--- src/rtl/shs_pkg.sv ---
// shared types for the sha256 stream hasher
`timescale 1ns / 1ps

package shs_pkg;

    typedef enum logic [2:0] {
        S_IDLE,
        S_ROUND,
        S_FOLD,
        S_PAD,
        S_EMIT
    } t_state;

    // padding progress after the final transaction
    typedef enum logic [1:0] {
        P_MARK,
        P_ZERO,
        P_LEN
    } t_phase;

    // working variables of the compression
    typedef struct packed {
        logic [31:0] a;
        logic [31:0] b;
        logic [31:0] c;
        logic [31:0] d;
        logic [31:0] e;
        logic [31:0] f;
        logic [31:0] g;
        logic [31:0] h;
    } t_vars;

    // message schedule window taps, w0 is the word of the current round
    typedef struct packed {
        logic [31:0] w0;
        logic [31:0] w1;
        logic [31:0] w9;
        logic [31:0] w14;
    } t_taps;

endpackage

--- src/rtl/shs_round.sv ---
// one sha256 round and one message schedule step, shared over all 64 rounds
`timescale 1ns / 1ps

module shs_round
    import shs_pkg::*;
(
    input  t_vars       i_vars,
    input  t_taps       i_taps,
    input  logic [5:0]  i_round,
    output t_vars       o_vars,
    output logic [31:0] o_w_new
);

    localparam logic [31:0] K_TAB [64] = '{
        32'h428a2f98, 32'h71374491, 32'hb5c0fbcf, 32'he9b5dba5,
        32'h3956c25b, 32'h59f111f1, 32'h923f82a4, 32'hab1c5ed5,
        32'hd807aa98, 32'h12835b01, 32'h243185be, 32'h550c7dc3,
        32'h72be5d74, 32'h80deb1fe, 32'h9bdc06a7, 32'hc19bf174,
        32'he49b69c1, 32'hefbe4786, 32'h0fc19dc6, 32'h240ca1cc,
        32'h2de92c6f, 32'h4a7484aa, 32'h5cb0a9dc, 32'h76f988da,
        32'h983e5152, 32'ha831c66d, 32'hb00327c8, 32'hbf597fc7,
        32'hc6e00bf3, 32'hd5a79147, 32'h06ca6351, 32'h14292967,
        32'h27b70a85, 32'h2e1b2138, 32'h4d2c6dfc, 32'h53380d13,
        32'h650a7354, 32'h766a0abb, 32'h81c2c92e, 32'h92722c85,
        32'ha2bfe8a1, 32'ha81a664b, 32'hc24b8b70, 32'hc76c51a3,
        32'hd192e819, 32'hd6990624, 32'hf40e3585, 32'h106aa070,
        32'h19a4c116, 32'h1e376c08, 32'h2748774c, 32'h34b0bcb5,
        32'h391c0cb3, 32'h4ed8aa4a, 32'h5b9cca4f, 32'h682e6ff3,
        32'h748f82ee, 32'h78a5636f, 32'h84c87814, 32'h8cc70208,
        32'h90befffa, 32'ha4506ceb, 32'hbef9a3f7, 32'hc67178f2
    };

    function automatic logic [31:0] f_big0(input logic [31:0] x);
        return {x[1:0], x[31:2]} ^ {x[12:0], x[31:13]} ^ {x[21:0], x[31:22]};
    endfunction

    function automatic logic [31:0] f_big1(input logic [31:0] x);
        return {x[5:0], x[31:6]} ^ {x[10:0], x[31:11]} ^ {x[24:0], x[31:25]};
    endfunction

    function automatic logic [31:0] f_sig0(input logic [31:0] x);
        return {x[6:0], x[31:7]} ^ {x[17:0], x[31:18]} ^ {3'b000, x[31:3]};
    endfunction

    function automatic logic [31:0] f_sig1(input logic [31:0] x);
        return {x[16:0], x[31:17]} ^ {x[18:0], x[31:19]} ^ {10'd0, x[31:10]};
    endfunction

    logic [31:0] w_choose;
    logic [31:0] w_major;
    logic [31:0] w_t1;
    logic [31:0] w_t2;

    assign w_choose = (i_vars.e & i_vars.f) ^ (~i_vars.e & i_vars.g);
    assign w_major  = (i_vars.a & i_vars.b) ^ (i_vars.a & i_vars.c) ^ (i_vars.b & i_vars.c);
    assign w_t1     = i_vars.h + f_big1(i_vars.e) + w_choose + K_TAB[i_round] + i_taps.w0;
    assign w_t2     = f_big0(i_vars.a) + w_major;

    assign o_vars.a = w_t1 + w_t2;
    assign o_vars.b = i_vars.a;
    assign o_vars.c = i_vars.b;
    assign o_vars.d = i_vars.c;
    assign o_vars.e = i_vars.d + w_t1;
    assign o_vars.f = i_vars.e;
    assign o_vars.g = i_vars.f;
    assign o_vars.h = i_vars.g;

    // word sixteen rounds ahead
    assign o_w_new = f_sig1(i_taps.w14) + i_taps.w9 + f_sig0(i_taps.w1) + i_taps.w0;

endmodule

--- src/rtl/sha256_stream_hasher.sv ---
// sha256 stream hasher top level: byte intake, padding, round sequencer, digest output
//
// channel  dir  handshake                    payload
// in       in   i_in_valid / o_in_ready      i_data_byte, i_has_byte, i_last
// out      out  o_out_valid / i_out_ready    o_digest_word, o_word_index, o_digest_end
//
// completing a 64-byte block runs all 64 rounds on the shared round unit, then a fold
// a last transaction pads one byte per cycle (up to 72 bytes, one or two blocks),
// pausing while a completed block is hashed, with a step that adds no byte before
// the length bytes, then offers eight digest words
// o_in_ready is low from a block completion until its fold is done,
// and from a last transaction until the eighth digest word is taken
// i_rst_n (synchronous, active low) restores the initial hash and clears counts
`timescale 1ns / 1ps

module sha256_stream_hasher
    import shs_pkg::*;
(
    input  logic        i_clk,
    input  logic        i_rst_n,
    input  logic        i_in_valid,
    output logic        o_in_ready,
    input  logic [7:0]  i_data_byte,
    input  logic        i_has_byte,
    input  logic        i_last,
    output logic        o_out_valid,
    input  logic        i_out_ready,
    output logic [31:0] o_digest_word,
    output logic [2:0]  o_word_index,
    output logic        o_digest_end
);

    localparam logic [31:0] IV_TAB [8] = '{
        32'h6a09e667, 32'hbb67ae85, 32'h3c6ef372, 32'ha54ff53a,
        32'h510e527f, 32'h9b05688c, 32'h1f83d9ab, 32'h5be0cd19
    };
    localparam logic [5:0] FILL_LAST  = 6'd63;
    localparam logic [5:0] LEN_START  = 6'd56;
    localparam logic [5:0] ROUND_LAST = 6'd63;
    localparam logic [2:0] IDX_LAST   = 3'd7;
    localparam logic [7:0] PAD_MARK   = 8'h80;

    t_state      r_state, n_state;
    t_phase      r_phase, n_phase;
    logic        r_pad, n_pad;
    logic [5:0]  r_fill, n_fill;
    logic [5:0]  r_round, n_round;
    logic [2:0]  r_idx, n_idx;
    logic [63:0] r_bits, n_bits;
    logic [31:0] r_hash [8];
    logic [31:0] n_hash [8];
    t_vars       r_work, n_work;
    // block buffer and message schedule window share one shift line
    logic [31:0] r_win [16];
    logic [31:0] n_win [16];

    logic        ins_en;
    logic [7:0]  ins_byte;
    logic [2:0]  len_sel;
    t_taps       rnd_taps;
    t_vars       rnd_vars;
    logic [31:0] rnd_w_new;

    assign rnd_taps = '{w0: r_win[0], w1: r_win[1], w9: r_win[9], w14: r_win[14]};

    shs_round u_shs_round (
        .i_vars  (r_work),
        .i_taps  (rnd_taps),
        .i_round (r_round),
        .o_vars  (rnd_vars),
        .o_w_new (rnd_w_new)
    );

    // length byte 0 is the top byte of the bit count
    assign len_sel = ~r_fill[2:0];

    always_comb begin
        n_state  = r_state;
        n_phase  = r_phase;
        n_pad    = r_pad;
        n_fill   = r_fill;
        n_round  = r_round;
        n_idx    = r_idx;
        n_bits   = r_bits;
        n_hash   = r_hash;
        n_work   = r_work;
        n_win    = r_win;
        ins_en   = 1'b0;
        ins_byte = '0;

        unique case (r_state)
            S_IDLE: begin
                if (i_in_valid) begin
                    n_pad   = i_last;
                    n_phase = P_MARK;
                    n_state = i_last ? S_PAD : S_IDLE;
                    if (i_has_byte) begin
                        ins_en   = 1'b1;
                        ins_byte = i_data_byte;
                        n_bits   = r_bits + 64'd8;
                    end
                end
            end
            S_ROUND: begin
                n_work  = rnd_vars;
                n_round = r_round + 6'd1;
                for (int i = 0; i < 15; i++) begin
                    n_win[i] = r_win[i + 1];
                end
                n_win[15] = rnd_w_new;
                if (r_round == ROUND_LAST) begin
                    n_state = S_FOLD;
                end
            end
            S_FOLD: begin
                n_hash[0] = r_hash[0] + r_work.a;
                n_hash[1] = r_hash[1] + r_work.b;
                n_hash[2] = r_hash[2] + r_work.c;
                n_hash[3] = r_hash[3] + r_work.d;
                n_hash[4] = r_hash[4] + r_work.e;
                n_hash[5] = r_hash[5] + r_work.f;
                n_hash[6] = r_hash[6] + r_work.g;
                n_hash[7] = r_hash[7] + r_work.h;
                n_idx     = '0;
                if (!r_pad) begin
                    n_state = S_IDLE;
                end else if (r_phase == P_LEN) begin
                    n_state = S_EMIT;
                end else begin
                    n_state = S_PAD;
                end
            end
            S_PAD: begin
                unique case (r_phase)
                    P_MARK: begin
                        ins_en   = 1'b1;
                        ins_byte = PAD_MARK;
                        n_phase  = P_ZERO;
                    end
                    P_ZERO: begin
                        if (r_fill == LEN_START) begin
                            n_phase = P_LEN;
                        end else begin
                            ins_en   = 1'b1;
                            ins_byte = '0;
                        end
                    end
                    P_LEN: begin
                        ins_en   = 1'b1;
                        ins_byte = r_bits[{len_sel, 3'b000} +: 8];
                    end
                    default: begin
                        n_phase = P_MARK;
                    end
                endcase
            end
            S_EMIT: begin
                if (i_out_ready) begin
                    // rotate the digest out and refill with the initial hash
                    for (int i = 0; i < 7; i++) begin
                        n_hash[i] = r_hash[i + 1];
                    end
                    n_hash[7] = IV_TAB[r_idx];
                    n_idx     = r_idx + 3'd1;
                    if (r_idx == IDX_LAST) begin
                        n_state = S_IDLE;
                        n_pad   = 1'b0;
                        n_bits  = '0;
                    end
                end
            end
            default: begin
                n_state = S_IDLE;
            end
        endcase

        if (ins_en) begin
            for (int i = 0; i < 15; i++) begin
                n_win[i] = {r_win[i][23:0], r_win[i + 1][31:24]};
            end
            n_win[15] = {r_win[15][23:0], ins_byte};
            n_fill    = r_fill + 6'd1;
            if (r_fill == FILL_LAST) begin
                n_state = S_ROUND;
                n_round = '0;
                n_work  = '{r_hash[0], r_hash[1], r_hash[2], r_hash[3],
                            r_hash[4], r_hash[5], r_hash[6], r_hash[7]};
            end
        end
    end

    always_ff @(posedge i_clk) begin
        if (!i_rst_n) begin
            r_state <= S_IDLE;
        end else begin
            r_state <= n_state;
        end
    end

    always_ff @(posedge i_clk) begin
        if (!i_rst_n) begin
            r_phase <= P_MARK;
            r_pad   <= 1'b0;
            r_fill  <= '0;
            r_round <= '0;
            r_idx   <= '0;
            r_bits  <= '0;
            for (int i = 0; i < 8; i++) begin
                r_hash[i] <= IV_TAB[i];
            end
        end else begin
            r_phase <= n_phase;
            r_pad   <= n_pad;
            r_fill  <= n_fill;
            r_round <= n_round;
            r_idx   <= n_idx;
            r_bits  <= n_bits;
            r_hash  <= n_hash;
        end
    end

    always_ff @(posedge i_clk) begin
        r_work <= n_work;
        r_win  <= n_win;
    end

    assign o_in_ready    = (r_state == S_IDLE);
    assign o_out_valid   = (r_state == S_EMIT);
    assign o_digest_word = r_hash[0];
    assign o_word_index  = r_idx;
    assign o_digest_end  = (r_idx == IDX_LAST);

endmodule

--- config.mk ---
export PLATFORM = sky130hd
export DESIGN_NAME = sha256_stream_hasher
export DESIGN_NICKNAME = d
export VERILOG_FILES = /design/src/rtl/shs_pkg.sv /design/src/rtl/shs_round.sv /design/src/rtl/sha256_stream_hasher.sv
export SDC_FILE = /design/constraint.sdc
export NUM_CORES = 2
export LEC_CHECK = 0
export BUFFER_PORTS_ARGS = -buffer_cell sky130_fd_sc_hd__buf_2
export CORE_UTILIZATION = 55
export CTS_BUF_LIST = sky130_fd_sc_hd__clkbuf_4 sky130_fd_sc_hd__clkbuf_8
export DETAILED_ROUTE_END_ITERATION = 10
export HOLD_SLACK_MARGIN = 0.1
export PLACE_DENSITY_LB_ADDON = 0.08
export SKIP_CTS_REPAIR_TIMING = 1
export SLEW_MARGIN = 10
export SYNTH_ARGS = -nofsm -noshare
export SYNTH_HDL_FRONTEND = slang
export SYNTH_SLANG_ARGS = --single-unit
export TNS_END_PERCENT = 1
--- constraint.sdc ---
create_clock -name i_clk -period 29.5 [get_ports i_clk]
set_input_delay 5.9 -clock i_clk [delete_from_list [all_inputs] [get_ports i_clk]]
set_output_delay 5.9 -clock i_clk [all_outputs]
set_load 0.05 [all_outputs]
==> metrics <==
initial antenna violation count 4; CP max stage cell ha_1; hold path depth 2; H-tree depth 4; DR pass1 iterations 8; hold path endpoint r_work[96]$_DFF_P_; drt drc 0; Critical Path Max Stage Delay 0.77 ns; CP endpoint kind flop; library cells used by synthesis 95; layout cells sized above 1 0.06113; hpwl dp 169400 µm; synth top area cells edfxtp_1, dfxtp_1, nand2_1; Core ar. 0.1341 mm²; Max Cap Viol 0; status complete, no violations; Final Hold Fails 0; pin count of the biggest net entering global routing 194; crit path DAT 11.31 ns; Total Wirelength 236700 µm; DRT antenna net count 0; Most used DFF post-synth dfxtp_1; YS warnings 0; Die Span Y 370.4 µm; Worst R2R Path Depth 35; Fmax 95.87 MHz; Routed wire per std cell 21.88 µm; Max Clock Skew 0.04617 ns; Synth Cell Area 0.07465 mm²; post-synthesis xor/xnor area fraction 0.07039; Hold Startpoint r_work[96]$_DFF_P_; worst-path maximum fanout 23; Worst-Margin Slew 1.173 ns; pins over their slew limit 0; top post-synthesis cells by count nand2_1, nor2_1, dfxtp_1; setup TNS 0 ns; area grow syn2layout 6.642%; EDFF count, synth 512; mux contribution to synthesized area 0.01406; vias per cell 6.010; setup violators final 0; IO Port Bufs 51; r2r setup slk 19.07 ns; Clock Path Buffers 3; Reg clk slew, reported paths 0.08 ns; CP Data Required Time 30.38 ns; Clk Tree Root Cell clkbuf_8; Overflow after GRT 0; syn avg cell area 8.139 µm²; Synth Area in Simple Gates 0.2037; number of I/O pins 52; syn nets 9787; via count 65015; Final Cycle Share 0.3536; clk sinks 1106; reg2reg start r_round[1]$_SDFF_PN0_; Yosys top cell by area edfxtp_1; reg2reg end r_work[254]$_DFF_P_; CTS buffer count 193; post-synthesis sequential area ratio 0.3652; initial DRC count 7023; Mapped Cells 9172; slew margin rel. 0.2161; global-route wire length before repair 360500 µm; vias in the first global route 60499; most numerous cell in the Yosys netlist nand2_1; Global Route Usage Sum 0.3397; row cnt 134; top cell type's share of synthesized area 0.2059; CP Launch Type flop; Final min period 10.43 ns; GPL Wtd Cong 0.9822; Skew-Pair Late Insertion Delay 0.93 ns; Post-Synth Adder-Cell Area 0.1207; RSZ-0062 raised after global routing false; nets@finish 9503; initial core utilization 0.5566; CP Class flop to flop; #FFs+latches synth 1106; class of the worst hold path flop to flop; Post-synth ARST share 0; largest family of logic cells by synthesized area simple AND/OR/NAND/NOR gates; Die X 370.4 µm; TritonCTS clock tree yes; post-synthesis compound-gate area fraction 0.1756; total die area 0.1372 mm²
[per-stage QoR]
stage	std cells	hold slack, ns	area [µm²]	util	setup WS (ns)
after floorplan	9172	0.4573	74650	-	10.57
after global placement	10460	0.4619	75420	0.5623	19.49
after detailed placement	10460	0.4667	75420	0.5623	19.39
after CTS	10813	0.4742	79580	0.5933	19.30
after global routing	10816	0.5020	79610	0.5935	18.61
final	10818	0.4722	79610	0.5936	19.07
[logic make-up (layout without fill, tap and decap cells)]
| group | after synthesis | in the layout |
|---|---|---|
| compound gates | 2109 | 2109 |
| xor+xnor | 600 | 600 |
| fa+ha+maj | 604 | 604 |
| buf+inv | 968 | 842 |
| flops | 1106 | 1106 |
| mux | 81 | 81 |
| other cells | 0 | 4 |
| simple gates | 3704 | 3704 |
[layer usage]
layer,vias to the layer above,track usage,share of wire
met2,2763,0.4903,0.42
met1,30817,0.4941,0.45
met3,482,0.06973,0.097
met4,2,0.1354,0.041
li1,30951,-,-
met5,-,0,0.000051
[cell type report]
cell class,count,area (µm²)
diodes,4,10.01
clock buffers,287,3543
clock inverters,66,613.1
fillers,12081,54520
inverters,359,1358
multi-input cells,7098,43680
flip-flops and latches,1106,27270
well taps,1768,2212
repair buffers,130,924.6
[cells in the final DEF (no fill, tap or decap), drive strengths merged, types with 57 or more instances in the layout]
cell	count
dfxtp	594
fa	195
a211oi	79
inv	369
edfxtp	512
nand2	2416
o21a	57
nor3	98
buf	130
o211ai	98
clkbuf	287
nand3	123
nand2b	58
o21ai	525
a21oi	575
nor2	735
a21o	161
xnor2	397
ha	406
xor2	203
a31oi	254
nor2b	60
[flip-flops by register name (all words and copies together), names as in the netlist]
| name | flops |
|---|---|
| r_bits | 61 |
| o_digest_word | 32 |
| r_fill | 6 |
| r_round | 6 |
| r_work | 256 |
| r_win | 512 |
| r_state | 3 |
| r_pad | 1 |
| o_word_index | 3 |
| r_hash | 224 |
| r_phase | 2 |
[worst max-delay path by stage]
stage	from	end	slack (ns)
3_5_place_dp	r_round[1]$_SDFF_PN0_	r_work[254]$_DFF_P_	19.39
5_1_grt	r_round[1]$_SDFF_PN0_	r_work[254]$_DFF_P_	18.61
2_1_floorplan	i_in_valid	r_win[0]$_DFFE_PP_	10.57
4_1_cts	r_round[1]$_SDFF_PN0_	r_work[254]$_DFF_P_	19.30
6_report	r_round[1]$_SDFF_PN0_	r_work[254]$_DFF_P_	19.07
3_3_place_gp	r_round[1]$_SDFF_PN0_	r_work[254]$_DFF_P_	19.49
[critical path, delay by kind of cell, from the launching register on]
kind	cells	cell delay (ns)
simple gates	7	1.62
fa+ha+maj	8	3.67
flops	1	0.31
xor+xnor	1	0.46
buf+inv	6	0.82
compound gates	13	3.47
Power is left out: the tool's default activity adds up to more than one toggle a clock period on the data nets, which glitch-free logic cannot reach.
